$ cat src/sv/sdtf_pkg.sv
package sdtf_pkg;

	// field widths of the request and result channels
	localparam int unsigned NUM_W    = 32;
	localparam int unsigned FWIDTH_W = 5;
	localparam int unsigned CHAR_W   = 7;

	// default limit on the padded field width
	localparam int unsigned MAX_FIELD_WIDTH_DEF = 16;

	// decimal conversion: ten digits cover any 32-bit magnitude
	localparam int unsigned DIGITS   = 10;
	localparam int unsigned DIGIT_W  = 4;
	localparam int unsigned BCD_W    = DIGITS * DIGIT_W;
	localparam int unsigned NDIG_W   = 4;
	localparam int unsigned BITCNT_W = $clog2(NUM_W);

	// character codes
	localparam logic [CHAR_W-1:0] CH_SPACE = 7'h20;
	localparam logic [CHAR_W-1:0] CH_MINUS = 7'h2D;
	localparam logic [CHAR_W-1:0] CH_ZERO  = 7'h30;
	localparam logic [CHAR_W-1:0] CH_NINE  = 7'h39;

	typedef enum logic [1:0] {
		ST_IDLE,
		ST_CONV,
		ST_SIZE,
		ST_EMIT
	} state_t;

	// controller to datapath
	typedef struct packed {
		logic load;
		logic conv;
		logic size;
		logic emit;
	} ctrl_cmd_t;

	// datapath to controller
	typedef struct packed {
		logic conv_done;
		logic rem_zero;
		logic out_free;
	} dp_sts_t;

endpackage

$ cat src/sv/sdtf_ctrl.sv
module sdtf_ctrl (
	input  logic                clk,
	input  logic                arst_n,
	input  logic                in_valid,
	output logic                in_ready,
	input  sdtf_pkg::dp_sts_t   sts,
	output sdtf_pkg::ctrl_cmd_t cmd
);

	sdtf_pkg::state_t state_q;
	sdtf_pkg::state_t state_nxt;

	// advance the sequencer
	always_ff @(posedge clk or negedge arst_n) begin
		if (!arst_n) begin
			state_q <= sdtf_pkg::ST_IDLE;
		end else begin
			state_q <= state_nxt;
		end
	end

	// next state
	always_comb begin
		state_nxt = state_q;
		case (state_q)
			sdtf_pkg::ST_IDLE: begin
				if (in_valid) state_nxt = sdtf_pkg::ST_CONV;
			end
			sdtf_pkg::ST_CONV: begin
				if (sts.conv_done) state_nxt = sdtf_pkg::ST_SIZE;
			end
			sdtf_pkg::ST_SIZE: begin
				state_nxt = sdtf_pkg::ST_EMIT;
			end
			sdtf_pkg::ST_EMIT: begin
				if (sts.out_free && sts.rem_zero) state_nxt = sdtf_pkg::ST_IDLE;
			end
			default: begin
				state_nxt = sdtf_pkg::ST_IDLE;
			end
		endcase
	end

	// commands to the datapath
	always_comb begin
		cmd      = '0;
		in_ready = 1'b0;
		case (state_q)
			sdtf_pkg::ST_IDLE: begin
				in_ready = 1'b1;
				cmd.load = in_valid;
			end
			sdtf_pkg::ST_CONV: begin
				cmd.conv = 1'b1;
			end
			sdtf_pkg::ST_SIZE: begin
				cmd.size = 1'b1;
			end
			sdtf_pkg::ST_EMIT: begin
				cmd.emit = sts.out_free;
			end
			default: begin
				cmd = '0;
			end
		endcase
	end

	// sizing follows only a finished conversion
	a_size_after_conv: assert property (@(posedge clk) disable iff (!arst_n)
		state_q == sdtf_pkg::ST_SIZE |-> $past(state_q) == sdtf_pkg::ST_CONV)
		else $error("sizing step without a conversion before it");

endmodule

$ cat src/sv/sdtf_datapath.sv
module sdtf_datapath #(
	parameter int unsigned MAX_FIELD_WIDTH = sdtf_pkg::MAX_FIELD_WIDTH_DEF
) (
	input  logic                                clk,
	input  logic                                arst_n,
	input  logic signed [sdtf_pkg::NUM_W-1:0]   number,
	input  logic [sdtf_pkg::FWIDTH_W-1:0]       field_width,
	input  sdtf_pkg::ctrl_cmd_t                 cmd,
	output sdtf_pkg::dp_sts_t                   sts,
	output logic                                out_valid,
	input  logic                                out_ready,
	output logic [sdtf_pkg::CHAR_W-1:0]         ascii_char,
	output logic                                is_last
);

	localparam int unsigned CNT_W = $clog2(MAX_FIELD_WIDTH + 1);
	localparam int unsigned REM_W = $clog2(MAX_FIELD_WIDTH);
	localparam int unsigned CMP_W =
		(CNT_W > sdtf_pkg::FWIDTH_W) ? CNT_W : sdtf_pkg::FWIDTH_W;
	localparam logic [CMP_W-1:0] MAX_CMP = CMP_W'(MAX_FIELD_WIDTH);

	logic [sdtf_pkg::NUM_W-1:0]                        mag_q;
	logic [sdtf_pkg::DIGITS-1:0][sdtf_pkg::DIGIT_W-1:0] bcd_q;
	logic [sdtf_pkg::DIGITS-1:0][sdtf_pkg::DIGIT_W-1:0] bcd_adj;
	logic [sdtf_pkg::BITCNT_W-1:0]                     bitcnt_q;
	logic                                              neg_q;
	logic [CNT_W-1:0]                                  width_q;
	logic [CNT_W-1:0]                                  width_sat;
	logic [sdtf_pkg::NDIG_W-1:0]                       ndig_q;
	logic [sdtf_pkg::NDIG_W-1:0]                       ndig_c;
	logic [CNT_W-1:0]                                  textlen;
	logic [CNT_W-1:0]                                  total;
	logic [REM_W-1:0]                                  rem_q;
	logic [CNT_W-1:0]                                  rem_x;
	logic [CNT_W-1:0]                                  ndig_x;
	logic [sdtf_pkg::CHAR_W-1:0]                       char_c;
	logic                                              out_valid_q;
	logic [sdtf_pkg::CHAR_W-1:0]                       char_q;
	logic                                              last_q;

	// saturate the requested width to the limit
	assign width_sat = (CMP_W'(field_width) > MAX_CMP) ? CNT_W'(MAX_FIELD_WIDTH)
		: CNT_W'(field_width);

	// add three to every digit of five or more before the shift
	always_comb begin
		for (int d = 0; d < sdtf_pkg::DIGITS; d++) begin
			bcd_adj[d] = (bcd_q[d] >= 4'd5) ? bcd_q[d] + 4'd3 : bcd_q[d];
		end
	end

	// count significant digits, at least one
	always_comb begin
		ndig_c = 4'd1;
		for (int d = 1; d < sdtf_pkg::DIGITS; d++) begin
			if (bcd_q[d] != '0) ndig_c = sdtf_pkg::NDIG_W'(d + 1);
		end
	end

	assign textlen = CNT_W'(ndig_c) + CNT_W'(1);
	assign total   = (width_q > textlen) ? width_q : textlen;

	// conversion and sizing registers
	always_ff @(posedge clk or negedge arst_n) begin
		if (!arst_n) begin
			bitcnt_q <= '0;
		end else if (cmd.load) begin
			bitcnt_q <= '0;
		end else if (cmd.conv) begin
			bitcnt_q <= bitcnt_q + 1'b1;
		end
	end

	always_ff @(posedge clk) begin
		if (cmd.load) begin
			neg_q   <= number[sdtf_pkg::NUM_W-1];
			mag_q   <= number[sdtf_pkg::NUM_W-1] ? ('0 - $unsigned(number))
				: $unsigned(number);
			bcd_q   <= '0;
			width_q <= width_sat;
		end else if (cmd.conv) begin
			{bcd_q, mag_q} <= {bcd_adj, mag_q} << 1;
		end
		if (cmd.size) begin
			ndig_q <= ndig_c;
			rem_q  <= REM_W'(total - CNT_W'(1));
		end else if (cmd.emit) begin
			rem_q  <= rem_q - 1'b1;
		end
	end

	// pick the character at the current position, counted from the end
	assign rem_x  = CNT_W'(rem_q);
	assign ndig_x = CNT_W'(ndig_q);

	always_comb begin
		if (rem_x > ndig_x) begin
			char_c = sdtf_pkg::CH_SPACE;
		end else if (rem_x == ndig_x) begin
			char_c = neg_q ? sdtf_pkg::CH_MINUS : sdtf_pkg::CH_SPACE;
		end else begin
			char_c = sdtf_pkg::CH_ZERO
				| sdtf_pkg::CHAR_W'(bcd_q[rem_q[sdtf_pkg::NDIG_W-1:0]]);
		end
	end

	// output register: load a character, drop it once taken
	always_ff @(posedge clk or negedge arst_n) begin
		if (!arst_n) begin
			out_valid_q <= 1'b0;
		end else if (cmd.emit) begin
			out_valid_q <= 1'b1;
		end else if (out_ready) begin
			out_valid_q <= 1'b0;
		end
	end

	always_ff @(posedge clk) begin
		if (cmd.emit) begin
			char_q <= char_c;
			last_q <= (rem_q == '0);
		end
	end

	assign out_valid  = out_valid_q;
	assign ascii_char = char_q;
	assign is_last    = last_q;

	assign sts.conv_done = (bitcnt_q == sdtf_pkg::BITCNT_W'(sdtf_pkg::NUM_W - 1));
	assign sts.rem_zero  = (rem_q == '0);
	assign sts.out_free  = !out_valid_q || out_ready;

	// the final character of a number is always a digit
	a_last_is_digit: assert property (@(posedge clk) disable iff (!arst_n)
		cmd.emit && rem_q == '0 |=> is_last && ascii_char >= sdtf_pkg::CH_ZERO
		&& ascii_char <= sdtf_pkg::CH_NINE)
		else $error("last character is not a digit");

	a_not_last_early: assert property (@(posedge clk) disable iff (!arst_n)
		cmd.emit && rem_q != '0 |=> !is_last)
		else $error("last mark before the end of the text");

	a_sign_place: assert property (@(posedge clk) disable iff (!arst_n)
		cmd.emit && rem_x == ndig_x |=> ascii_char == sdtf_pkg::CH_MINUS
		|| ascii_char == sdtf_pkg::CH_SPACE)
		else $error("sign position carries a digit");

endmodule

$ cat src/sv/signed_decimal_text_formatter_unit.sv
// Prints a signed 32-bit number as right-justified decimal ASCII, one
// character per result: leading spaces up to field_width (saturated to
// MAX_FIELD_WIDTH), a sign character ('-' or space, always present), then
// the digits most significant first, with is_last on the final digit. One
// number is handled at a time: after the request is taken, a bit-serial
// binary-to-decimal conversion (shift and add-three, one bit a cycle) and
// a sizing step follow, then characters leave one per cycle while the sink
// keeps up. A new request is taken as soon as the last character sits in
// the output register.
module signed_decimal_text_formatter_unit #(
	parameter int unsigned MAX_FIELD_WIDTH = sdtf_pkg::MAX_FIELD_WIDTH_DEF
) (
	input  logic                               clk,
	input  logic                               arst_n,
	input  logic                               in_valid,
	output logic                               in_ready,
	input  logic signed [sdtf_pkg::NUM_W-1:0]  number,
	input  logic [sdtf_pkg::FWIDTH_W-1:0]      field_width,
	output logic                               out_valid,
	input  logic                               out_ready,
	output logic [sdtf_pkg::CHAR_W-1:0]        ascii_char,
	output logic                               is_last
);

	sdtf_pkg::ctrl_cmd_t cmd;
	sdtf_pkg::dp_sts_t   sts;

	sdtf_ctrl u_ctrl (
		.clk      (clk),
		.arst_n   (arst_n),
		.in_valid (in_valid),
		.in_ready (in_ready),
		.sts      (sts),
		.cmd      (cmd)
	);

	sdtf_datapath #(
		.MAX_FIELD_WIDTH (MAX_FIELD_WIDTH)
	) u_datapath (
		.clk         (clk),
		.arst_n      (arst_n),
		.number      (number),
		.field_width (field_width),
		.cmd         (cmd),
		.sts         (sts),
		.out_valid   (out_valid),
		.out_ready   (out_ready),
		.ascii_char  (ascii_char),
		.is_last     (is_last)
	);

endmodule
$ cat config.mk
export PLATFORM = sky130hd
export DESIGN_NAME = signed_decimal_text_formatter_unit
export DESIGN_NICKNAME = d
export VERILOG_FILES = /design/src/sv/sdtf_pkg.sv /design/src/sv/sdtf_ctrl.sv /design/src/sv/sdtf_datapath.sv /design/src/sv/signed_decimal_text_formatter_unit.sv
export SDC_FILE = /design/constraint.sdc
export NUM_CORES = 1
export LEC_CHECK = 0
export BUFFER_PORTS_ARGS = -buffer_cell sky130_fd_sc_hd__buf_4
export CORE_MARGIN = 1
export CORE_UTILIZATION = 61
export DETAILED_ROUTE_END_ITERATION = 10
export PLACE_DENSITY_LB_ADDON = 0.2
export SYNTH_ARGS = -nofsm -noshare
export SYNTH_HDL_FRONTEND = slang
export SYNTH_SLANG_ARGS = --single-unit
export TNS_END_PERCENT = 30
$ cat constraint.sdc
create_clock -name clk -period 4.6 [get_ports clk]
set_input_delay 1.38 -clock clk [delete_from_list [all_inputs] [get_ports clk]]
set_output_delay 1.38 -clock clk [all_outputs]
set_load 0.005 [all_outputs]
# ---- Word level (Yosys, flattened, before mapping)
# Index checks and enable logic that the tools add are counted.
dict set report totals {
  ff_bits 102
  output_inout_bits 10
  elab_cells 120
}
dict set report classes {
  addsub 15
  order_cmp 14
  eq_ne 8
  muxes 42
  bitwise 1
  n_reduce_logical 19
}
# op count
set ops {}
lappend ops {{$mux W32} 3}
lappend ops {{$mux W4} 22}
lappend ops {{$ge A4 B3 Y1 const B} 10}
lappend ops {{$add A4 B2 Y4 const B} 9}
lappend ops {{$reduce_bool A4 Y1} 9}
lappend ops {{$sub A1 B32 Y32 const A} 1}
lappend ops {{$bmux W4 S4} 1}
lappend ops {{$mux W5} 3}
lappend ops {{$mux W2} 4}
lappend ops {{$pmux W2 S4} 1}
lappend ops {{$sub A4 B1 Y4 const B} 2}
lappend ops {{$mux W1} 7}
lappend ops {{$reduce_bool A2 Y1} 3}
lappend ops {{$add A4 B1 Y5 const B} 1}
lappend ops {{$add A5 B1 Y5 const B} 1}
lappend ops {{$eq A5 B5 Y1 const B} 1}
lappend ops {{$gt A5 B5 Y1} 1}
lappend ops {{$gt A5 B5 Y1 const B} 1}
lappend ops {{$lt A4 B5 Y1 const B} 1}
lappend ops {{$eq A2 B2 Y1 const B} 2}
lappend ops {{$eq A4 B4 Y1} 1}
lappend ops {{$gt A4 B4 Y1} 1}
lappend ops {{$logic_not A4 Y1} 1}
lappend ops {{$ne A2 B2 Y1 const B} 2}
lappend ops {{11 further kinds} 11}

# ---- Longest topological paths before layout
# Gate-level depths: netlist of the first run.
dict set report depth {
  ltp_word 15
  depth_mapped 15
  depth_no_buf 15
}

# ---- Modules after synthesis
# From an unflattened synthesis of the first run, not the netlist that was laid out.
dict set report unflattened {
  cells_unflattened 671
  area_unflattened_um2 6246.0
}
# module instances cells_each area_per_inst_um2 seq_area_each_um2
set modules_own_cells {}
lappend modules_own_cells {sdtf_datapath 1 654 6079.6 2512.4}
lappend modules_own_cells {sdtf_ctrl 1 17 166.4 50.0}

# ---- Worst setup path before layout of the first run
# Ideal clock, no wire load.
dict set report synth_path {
  kind {register -> register}
  from {register u_datapath.bcd_q[12] (netlist bit)}
  to {register u_datapath.rem_q[2] (data pin)}
  arrival_time_ps 3427
  slack_ps 908
  stages_incl_launch_ff 16
  path_buffers 0
  path_cell_list {dfxtp_1 > inv_1 > ha_1 > or3b_2 > a211oi_1 > o22ai_1 > xor2_1 > nand3_1 > ha_1 > o21ai_0 > a21oi_1 > o31ai_1 > nand2_1 > o221a_2 > ha_1 > xor2_1}
}
dict set report synth_between {
  elab_chain_cells 13
}
# element line
set synth_rtl {}
lappend synth_rtl {{start: declaration} sdtf_datapath.sv:23} ;# logic [sdtf_pkg::DIGITS-1:0][sdtf_pkg::DIGIT_W-1:0] bcd_q;
lappend synth_rtl {{start signal: assignment} sdtf_datapath.sv:82} ;# {bcd_q, mag_q} <= {bcd_adj, mag_q} << 1;
lappend synth_rtl {{$reduce_bool A4 Y1 (*)} sdtf_datapath.sv:56} ;# if (bcd_q[d] != '0) ndig_c = sdtf_pkg::NDIG_W'(d + 1);
lappend synth_rtl {{$mux W4 (*) (7 in series)} sdtf_datapath.sv:56}
lappend synth_rtl {{$add A4 B1 Y5 (*)} sdtf_datapath.sv:60} ;# assign textlen = CNT_W'(ndig_c) + CNT_W'(1);
lappend synth_rtl {{$gt A5 B5 Y1} sdtf_datapath.sv:61} ;# assign total = (width_q > textlen) ? width_q : textlen;
lappend synth_rtl {{$mux W4 (*)} sdtf_datapath.sv:61}
lappend synth_rtl {{$sub A4 B1 Y4 (*)} sdtf_datapath.sv:86} ;# rem_q <= REM_W'(total - CNT_W'(1));
lappend synth_rtl {{$mux W4 (*)} sdtf_datapath.sv:84} ;# if (cmd.size) begin
lappend synth_rtl {{end signal: assignment} sdtf_datapath.sv:86}
lappend synth_rtl {{end signal: assignment} sdtf_datapath.sv:88} ;# rem_q <= rem_q - 1'b1;
lappend synth_rtl {{end: declaration} sdtf_datapath.sv:33} ;# logic [REM_W-1:0] rem_q;
# Every way passes the cells marked *; elsewhere a longest branch is shown, timed or not.
# A chain may end at the register's enable or synchronous reset.

# ---- Worst setup path after layout of the first run
dict set report layout_path {
  from {register u_datapath.bcd_q[24] (netlist bit)}
  to {register u_datapath.rem_q[2] (data pin)}
}
dict set report layout_between {
  elab_chain_cells 10
}
# element line
set layout_rtl {}
lappend layout_rtl {{$reduce_bool A4 Y1 (*)} sdtf_datapath.sv:56}
lappend layout_rtl {{$mux W4 (*) (4 in series)} sdtf_datapath.sv:56}
lappend layout_rtl {{$add A4 B1 Y5 (*)} sdtf_datapath.sv:60}
lappend layout_rtl {{$gt A5 B5 Y1} sdtf_datapath.sv:61}
lappend layout_rtl {{$mux W4 (*)} sdtf_datapath.sv:61}
lappend layout_rtl {{$sub A4 B1 Y4 (*)} sdtf_datapath.sv:86}
lappend layout_rtl {{$mux W4 (*)} sdtf_datapath.sv:84}
# Marks and branches as above.

==> results of run 1 <==
cells in the final DEF (no fill, tap or decap), types with 5 or more instances in the layout:
cell      count
nand2_1      75
nor2_1       60
nand3_1      14
a21oi_1      46
dfrtp_1       8
buf_4        52
dfxtp_1      40
xnor2_1      13
o22ai_1       5
o31ai_1       9
mux2i_1      23
nor4_1        6
nand2b_1     14
nor3b_1       6
o21ai_0      71
nor3_1       12
inv_1        36
clkbuf_8      9
ha_1         37
edfxtp_1     52
xor2_1       42
mux4_2        8
worst max path at each step:
stage                                      to  slack [ns]  cells after the start
after floorplan           u_datapath.rem_q[2]        0.91                     15
after global placement    u_datapath.rem_q[2]        0.62                     15
after detailed placement  u_datapath.rem_q[2]        0.43                     15
after CTS                 u_datapath.rem_q[2]        0.40                     15
after global routing      u_datapath.rem_q[2]        0.02                     15
final                     u_datapath.rem_q[2]        0.37                     15
cell families after synthesis:
| family | share of synthesized area |
|---|---|
| mux | 0.0694 |
| simple gates | 0.170 |
| buf+inv | 0.0432 |
| xor+xnor | 0.0793 |
| other cells | 0.00124 |
| compound gates | 0.139 |
| flops | 0.422 |
| fa+ha+maj | 0.0762 |
final cells by class:
cell class	instances	share of cell area
multi-input cells	494	0.486
flip-flops and latches	100	0.382
repair buffers	52	0.0582
well taps	133	0.0248
inverters	37	0.0207
clock buffers	10	0.0190
clock inverters	6	0.00933
sequential cells by signal, summed over array words and instances, names as in the netlist:
| name | cells |
|---|---|
| u_ctrl.state_q | 2 |
| u_datapath.ascii_char | 5 |
| u_datapath.bcd_q | 40 |
| u_datapath.bitcnt_q | 5 |
| u_datapath.is_last | 1 |
| u_datapath.mag_q | 32 |
| u_datapath.ndig_q | 4 |
| u_datapath.neg_q | 1 |
| u_datapath.out_valid | 1 |
| u_datapath.rem_q | 4 |
| u_datapath.width_q | 5 |
power by group:
| group | internal (W) | switching, W | leakage (nW) |
|---|---|---|---|
| clock network | 0.000251 | 0.000294 | 0.0903 |
| logic | 0.00114 | 0.00163 | 1.73 |
| registers | 0.00151 | 0.000343 | 0.922 |
| total | 0.00290 | 0.00227 | 2.74 |
per-layer routing:
| layer | routed length [um] | up-vias | share of wire |
|---|---|---|---|
| met5 | 0 | - | 0 |
| met4 | 246 | 0 | 0.021 |
| met3 | 365 | 22 | 0.031 |
| met2 | 5630 | 103 | 0.49 |
| met1 | 5360 | 2132 | 0.46 |
| li1 | - | 2381 | - |
per-stage QoR:
step,power [W],utilization,hold WS (ns),area [um2]
after floorplan,0.00389,-,0.456,6080
after global placement,0.00446,0.670,0.474,6520
after detailed placement,0.00463,0.670,0.486,6520
after CTS,0.00518,0.689,0.504,6710
after global routing,0.00566,0.689,0.528,6710
final,0.00517,0.689,0.493,6710
tightest hold or removal path, stage by stage, from the launching register on:
cell and delay (ns):
edfxtp_1 0.33, mux2i_1 0.06, nor2_1 0.07
==> run_results.csv, run 1 <==
group,metric,value,unit
global_routing,grt_pass1_vias,4360,
timing,timing.fmax,237,MHz
worst_setup_path,crit_buf_inv,1,
route,wl,11.6,mm
worst_setup_path,critPathLaunch,"u_datapath.bcd_q[24]",
clock_network,cts_buffers,9,
power_and_ir_drop,irDropWorstVdd,461,uV
worst_setup_path,r2r_end,"u_datapath.rem_q[2]",
final_layout,final-seq-area,0.00256,mm2
final_layout,multi_input_area,0.00326,mm2
yosys,yosysTopAreaCell,"edfxtp_1",
worst_setup_path,cp_max_fo,6,
place,dpl.cell_count,816,
timing,setup_ws,0.374,ns
timing,period_minus_slack,4.23,ns
route,drt_iter0_markers,182,
yosys,yosysSeqAreaShare,0.422,
timing,setup-tns-final,0,ns
hold_path,hp-start,"u_datapath.mag_q[31]",
hold_path,holdPathEnd,"u_datapath.bcd_q[0]",
timing,clock_skew,0.0120,ns
worst_setup_path,worstSetupPathType,"register to register",
yosys,synth_top_cell_area_share,0.257,
final_layout,fill_cells,802,
global_routing,grt_overflow,0,
global_routing,antenna_found_initial,0,
timing,drv_slew,0,
worst_setup_path,ff2ff_setup_slack,0.37,ns
global_routing,grt_pass1_wl,19.4,mm
yosys,synth_common_cells,"nand2_1 (76), o21ai_0 (71), nor2_1 (60), edfxtp_1 (52), a21oi_1 (46)",
yosys,synth.avg_cell_area,9.19,um2
timing,rsz0062_at_grt,"false",
clock_network,cts_resized,0,
clock_network,htree_levels,3,
final_layout,nNetsFinal,772,
final_layout,final_cells,832,
route,antenna_left,0,
worst_setup_path,cpPeakStageDelay,0.51,ns
yosys,async_reset_ff_frac,0.0800,
place,dp_slack,0.428,ns
floorplanning,core,0.00973,mm2
yosys,synth.most_common_cell,"nand2_1",
yosys,netlist_top_cells_area,"edfxtp_1 (26%), dfxtp_1 (13%), ha_1 (7.6%)",
final_layout,layout-drive-gt1-share,0.132,
floorplanning,rows,36,
yosys,synth.distinct_cells,49,
floorplanning,start_util,0.625,
global_routing,grt_busiest_layer,"met2",
timing,finalCritPeriodShare,0.919,
timing,setup_violations,0,
final_layout,n_antenna_cell,0,
floorplanning,die_h,102,um
outcome,outcome,"finished, final reports clean",
worst_setup_path,r2r_cells,15,
worst_setup_path,critical_path.top_delay_family,"simple AND/OR/NAND/NOR gates",
clock_network,cts.sinks,100,
yosys,yosys_warnings,0,
worst_setup_path,r2r_start,"u_datapath.bcd_q[24]",
worst_setup_path,cp.arrival,4.33,ns
yosys,synthFlopType,"edfxtp_1",
place,gp_congestion,0.854,
worst_setup_path,cp_slowest_cell,"o31ai_1",
timing,hold_viol,0,
hold_path,whs_path_depth,2,
global_routing,grt_use_met1,0.310,
global_routing,grt_use_total,0.236,
global_routing,grt_max_degree,52,
global_routing,grt_util_met2,0.404,
run,drv_cap,0,
route,dr.pass1.iters,5,
worst_setup_path,worstPathCellList,"inv_1 -> ha_1 -> nor3b_1 -> nand3_1 -> nor3_1 -> xor2_1 -> nand3_1 -> ha_1 -> o21ai_0 -> a21oi_1 -> o31ai_1 -> nand2_1 -> o221a_2 -> ha_1 -> xor2_1",
final_layout,syn_to_final_growth,10.4,%
yosys,syn_area,0.00608,mm2
clock_network,cts.reportedPaths.clkPinSlew,0.10,ns
timing,worst_slew_pin_slew,0.889,ns
worst_setup_path,crit_path_end_kind,"register",
clock_network,clock_path_buffers,2,
power_and_ir_drop,power_density,771,mW/mm2
clock_network,postCtsSetupBuffers,0,
yosys,synth_cells,661,
route,vias_per_cell,5.57,
route,post_drt_wl_per_cell,13.9,um
clock_network,postCtsHoldBufs,0,
floorplanning,dieWidth,102,um
worst_setup_path,worstPathRequired,4.71,ns
timing,relSlewSlack,0.407,
floorplanning,ios,51,
worst_setup_path,start_kind,"register",
clock_network,cts-root-buf,"clkbuf_8",
clock_network,clkLatencyLatePin,0.35,ns
yosys,synth_edf_count,52,
route,post-route-drc-count,0,
route,vias,4638,
global_routing,grt_use_met3,0.0280,
place,hpwl,8.63,mm
worst_setup_path,path_common_cell,"ha_1",
hold_path,hp-class,"register to register",
clock_network,cts_tree,"built",
power_and_ir_drop,p_leak,2.74,nW
place,place.port_buffers,48,
yosys,synth_seq_cells,100,
floorplanning,die_area,0.0104,mm2
No activity file was read; power rests on OpenSTA's default activity.
==> run 2, diff against run 1 <==
==> constraint.sdc (replaced) <==
create_clock -name clk -period 4.1 [get_ports clk]
set_input_delay 1.23 -clock clk [delete_from_list [all_inputs] [get_ports clk]]
set_output_delay 1.23 -clock clk [all_outputs]
set_load 0.005 [all_outputs]
==> run 2 against run 1 <==
Total power increased by 17%; highest routed layer unchanged; sequential share of layout area decreased by 0.22 points; largest cell class unchanged; first-iteration DRC count increased by 18%.
==> run_results.csv, run 2 (synthesized netlist as in run 1, its figures left out) <==
group,metric,value,unit
route,wirelength_met1,5.38,mm
final_layout,final_cells,834,
worst_setup_path,path_common_cell,"ha_1",
final_layout,mostFrequentLayoutCells,"nand2_1 (75), o21ai_0 (70), nor2_1 (60)",
final_layout,layout-drive-gt1-share,0.140,
worst_setup_path,cp_slowest_cell,"nor3b_1",
place,place.port_buffers,48,
clock_network,postCtsHoldBufs,0,
route,vias,4697,
power_and_ir_drop,power_switching_share,0.434,
timing,drv_slew,0,
floorplanning,dieWidth,102,um
power_and_ir_drop,internal_power,0.00342,W
clock_network,clock_path_buffers,2,
route,post-route-drc-count,0,
worst_setup_path,cp_max_fo,5,
power_and_ir_drop,p_comb_frac,0.551,
timing,relSlewSlack,0.417,
route,met2WireLength,6.04,mm
worst_setup_path,cpPeakStageDelay,0.51,ns
timing,holdWs,0.503,ns
timing,worst_slew_pin_slew,0.874,ns
power_and_ir_drop,power_density,895,mW/mm2
final_layout,mostFrequentLayoutCell,"nand2_1",
global_routing,grt_use_total,0.245,
final_layout,nNetsFinal,774,
final_layout,largest_registers,"u_datapath.bcd_q (40), u_datapath.mag_q (32)",
power_and_ir_drop,clock_power_share,0.104,
worst_setup_path,worstSetupPathType,"register to register",
worst_setup_path,crit_path_end_kind,"register",
worst_setup_path,worstPathCellList,"inv_1 -> ha_1 -> nor3b_1 -> a211oi_2 -> o22ai_1 -> xor2_1 -> nand3_1 -> ha_1 -> o21ai_0 -> a21oi_1 -> o31ai_1 -> nand2_1 -> o221a_2 -> ha_1 -> xor2_1",
clock_network,cts_buffers,9,
hold_path,hp-start,"u_datapath.mag_q[31]",
worst_setup_path,critPathLaunch,"u_datapath.bcd_q[8]",
worst_setup_path,worstPathRequired,4.22,ns
outcome,outcome,"finished, final reports clean",
final_layout,syn_to_final_growth,11.0,%
final_layout,regMostFlops,"u_datapath.bcd_q",
worst_setup_path,cp.arrival,3.97,ns
place,dpl.cell_count,817,
timing,rsz0062_at_grt,"false",
route,drt_iter0_markers,214,
place,hpwl,8.82,mm
clock_network,htree_levels,3,
power_and_ir_drop,p_seq_frac,0.345,
place,gp_congestion,0.855,
route,vias_per_cell,5.63,
power_and_ir_drop,irDropWorstVdd,439,uV
worst_setup_path,critical_path.top_delay_family,"compound AO/OA/AOI/OAI gates",
global_routing,grt_max_degree,52,
run,drv_cap,0,
route,antenna_left,0,
floorplanning,rows,36,
global_routing,grt_pass1_vias,4354,
clock_network,cts_tree,"built",
power_and_ir_drop,p_switching,0.00262,W
timing,finalCritPeriodShare,0.940,
timing,period_minus_slack,3.85,ns
clock_network,cts.sinks,100,
place,dp_slack,0.271,ns
floorplanning,die_h,102,um
global_routing,grt_overflow,0,
clock_network,cts-root-buf,"clkbuf_8",
clock_network,clkLatencyLatePin,0.37,ns
hold_path,hp-class,"register to register",
floorplanning,core,0.00973,mm2
floorplanning,ios,51,
route,wl,11.9,mm
route,met3WireLength,314,um
route,highest_layer,"met4",
route,dr.pass1.iters,5,
final_layout,n_antenna_cell,0,
timing,timing.fmax,260,MHz
timing,hold_viol,0,
global_routing,grt_pass1_wl,19.7,mm
global_routing,antenna_found_initial,0,
timing,setup_ws,0.248,ns
timing,setup-tns-final,0,ns
clock_network,cts.reportedPaths.clkPinSlew,0.09,ns
floorplanning,start_util,0.625,
power_and_ir_drop,p_leak,2.76,nW
worst_setup_path,crit_buf_inv,1,
timing,setup_violations,0,
route,post_drt_wl_per_cell,14.3,um
final_layout,largest_reg_flops,40,
worst_setup_path,start_kind,"register",
floorplanning,die_area,0.0104,mm2
worst_setup_path,r2r_start,"u_datapath.bcd_q[8]",
timing,clock_skew,0.00948,ns
## run 2: layout make-up
| type | instances | area, um2 |
|---|---|---|
| Inverter | 37 | 139 |
| Fill cell | 778 | 2980 |
| Clock buffer | 12 | 145 |
| Tap cell | 133 | 166 |
| Clock inverter | 4 | 48.8 |
| Sequential cell | 100 | 2560 |
| Timing Repair Buffer | 54 | 405 |
| Multi-Input combinational cell | 494 | 3280 |
## run 2: metal layers
layer,track usage,up-vias
met4,0.0956,0
met1,0.304,2220
li1,-,2381
met5,0,-
met3,0.0308,12
met2,0.437,84
## run 2: per-stage QoR
step,power (W),util,instance area (um2)
3_3_place_gp,0.00502,0.671,6520
6_report,0.00604,0.693,6750
2_1_floorplan,0.00437,-,6080
3_5_place_dp,0.00522,0.671,6520
5_1_grt,0.00657,0.693,6750
4_1_cts,0.00587,0.690,6720
## run 2: timing repair
item	CTS	global route
endpoints found under the setup margin	0	3
resized for setup	0	5
hold endpoints to repair	0	0
setup buffers	0	1
## run 2: worst min-delay path, cell delays in order (launching register included)
cell and delay [ns]:
edfxtp_1 0.33, mux2i_1 0.06, nor2_1 0.07
## run 2: path summary, 6_finish.rpt
kind / endpoint / slack [ns] / cells after the start
max: u_datapath.rem_q[2] / 0.25 / 15
min: u_datapath.bcd_q[0] / 0.50 / 2
max reg2reg: u_datapath.rem_q[2] / 0.25 / 15
min reg2reg: u_datapath.bcd_q[0] / 0.50 / 2
max in group asynchronous: u_ctrl.state_q[0] / 3.31 / 1
min in group asynchronous: u_datapath.bitcnt_q[3] / 0.66 / 1
## run 2: power groups by stage
| stage | Clock, W | Sequential, W | Combinational, W |
|---|---|---|---|
| global route | 0.000672 | 0.00215 | 0.00375 |
| floorplan | 0 | 0.00193 | 0.00244 |
| finish | 0.000630 | 0.00208 | 0.00333 |
| CTS | 0.000640 | 0.00208 | 0.00315 |
| detailed placement | 0 | 0.00210 | 0.00312 |
| global placement | 0 | 0.00208 | 0.00294 |
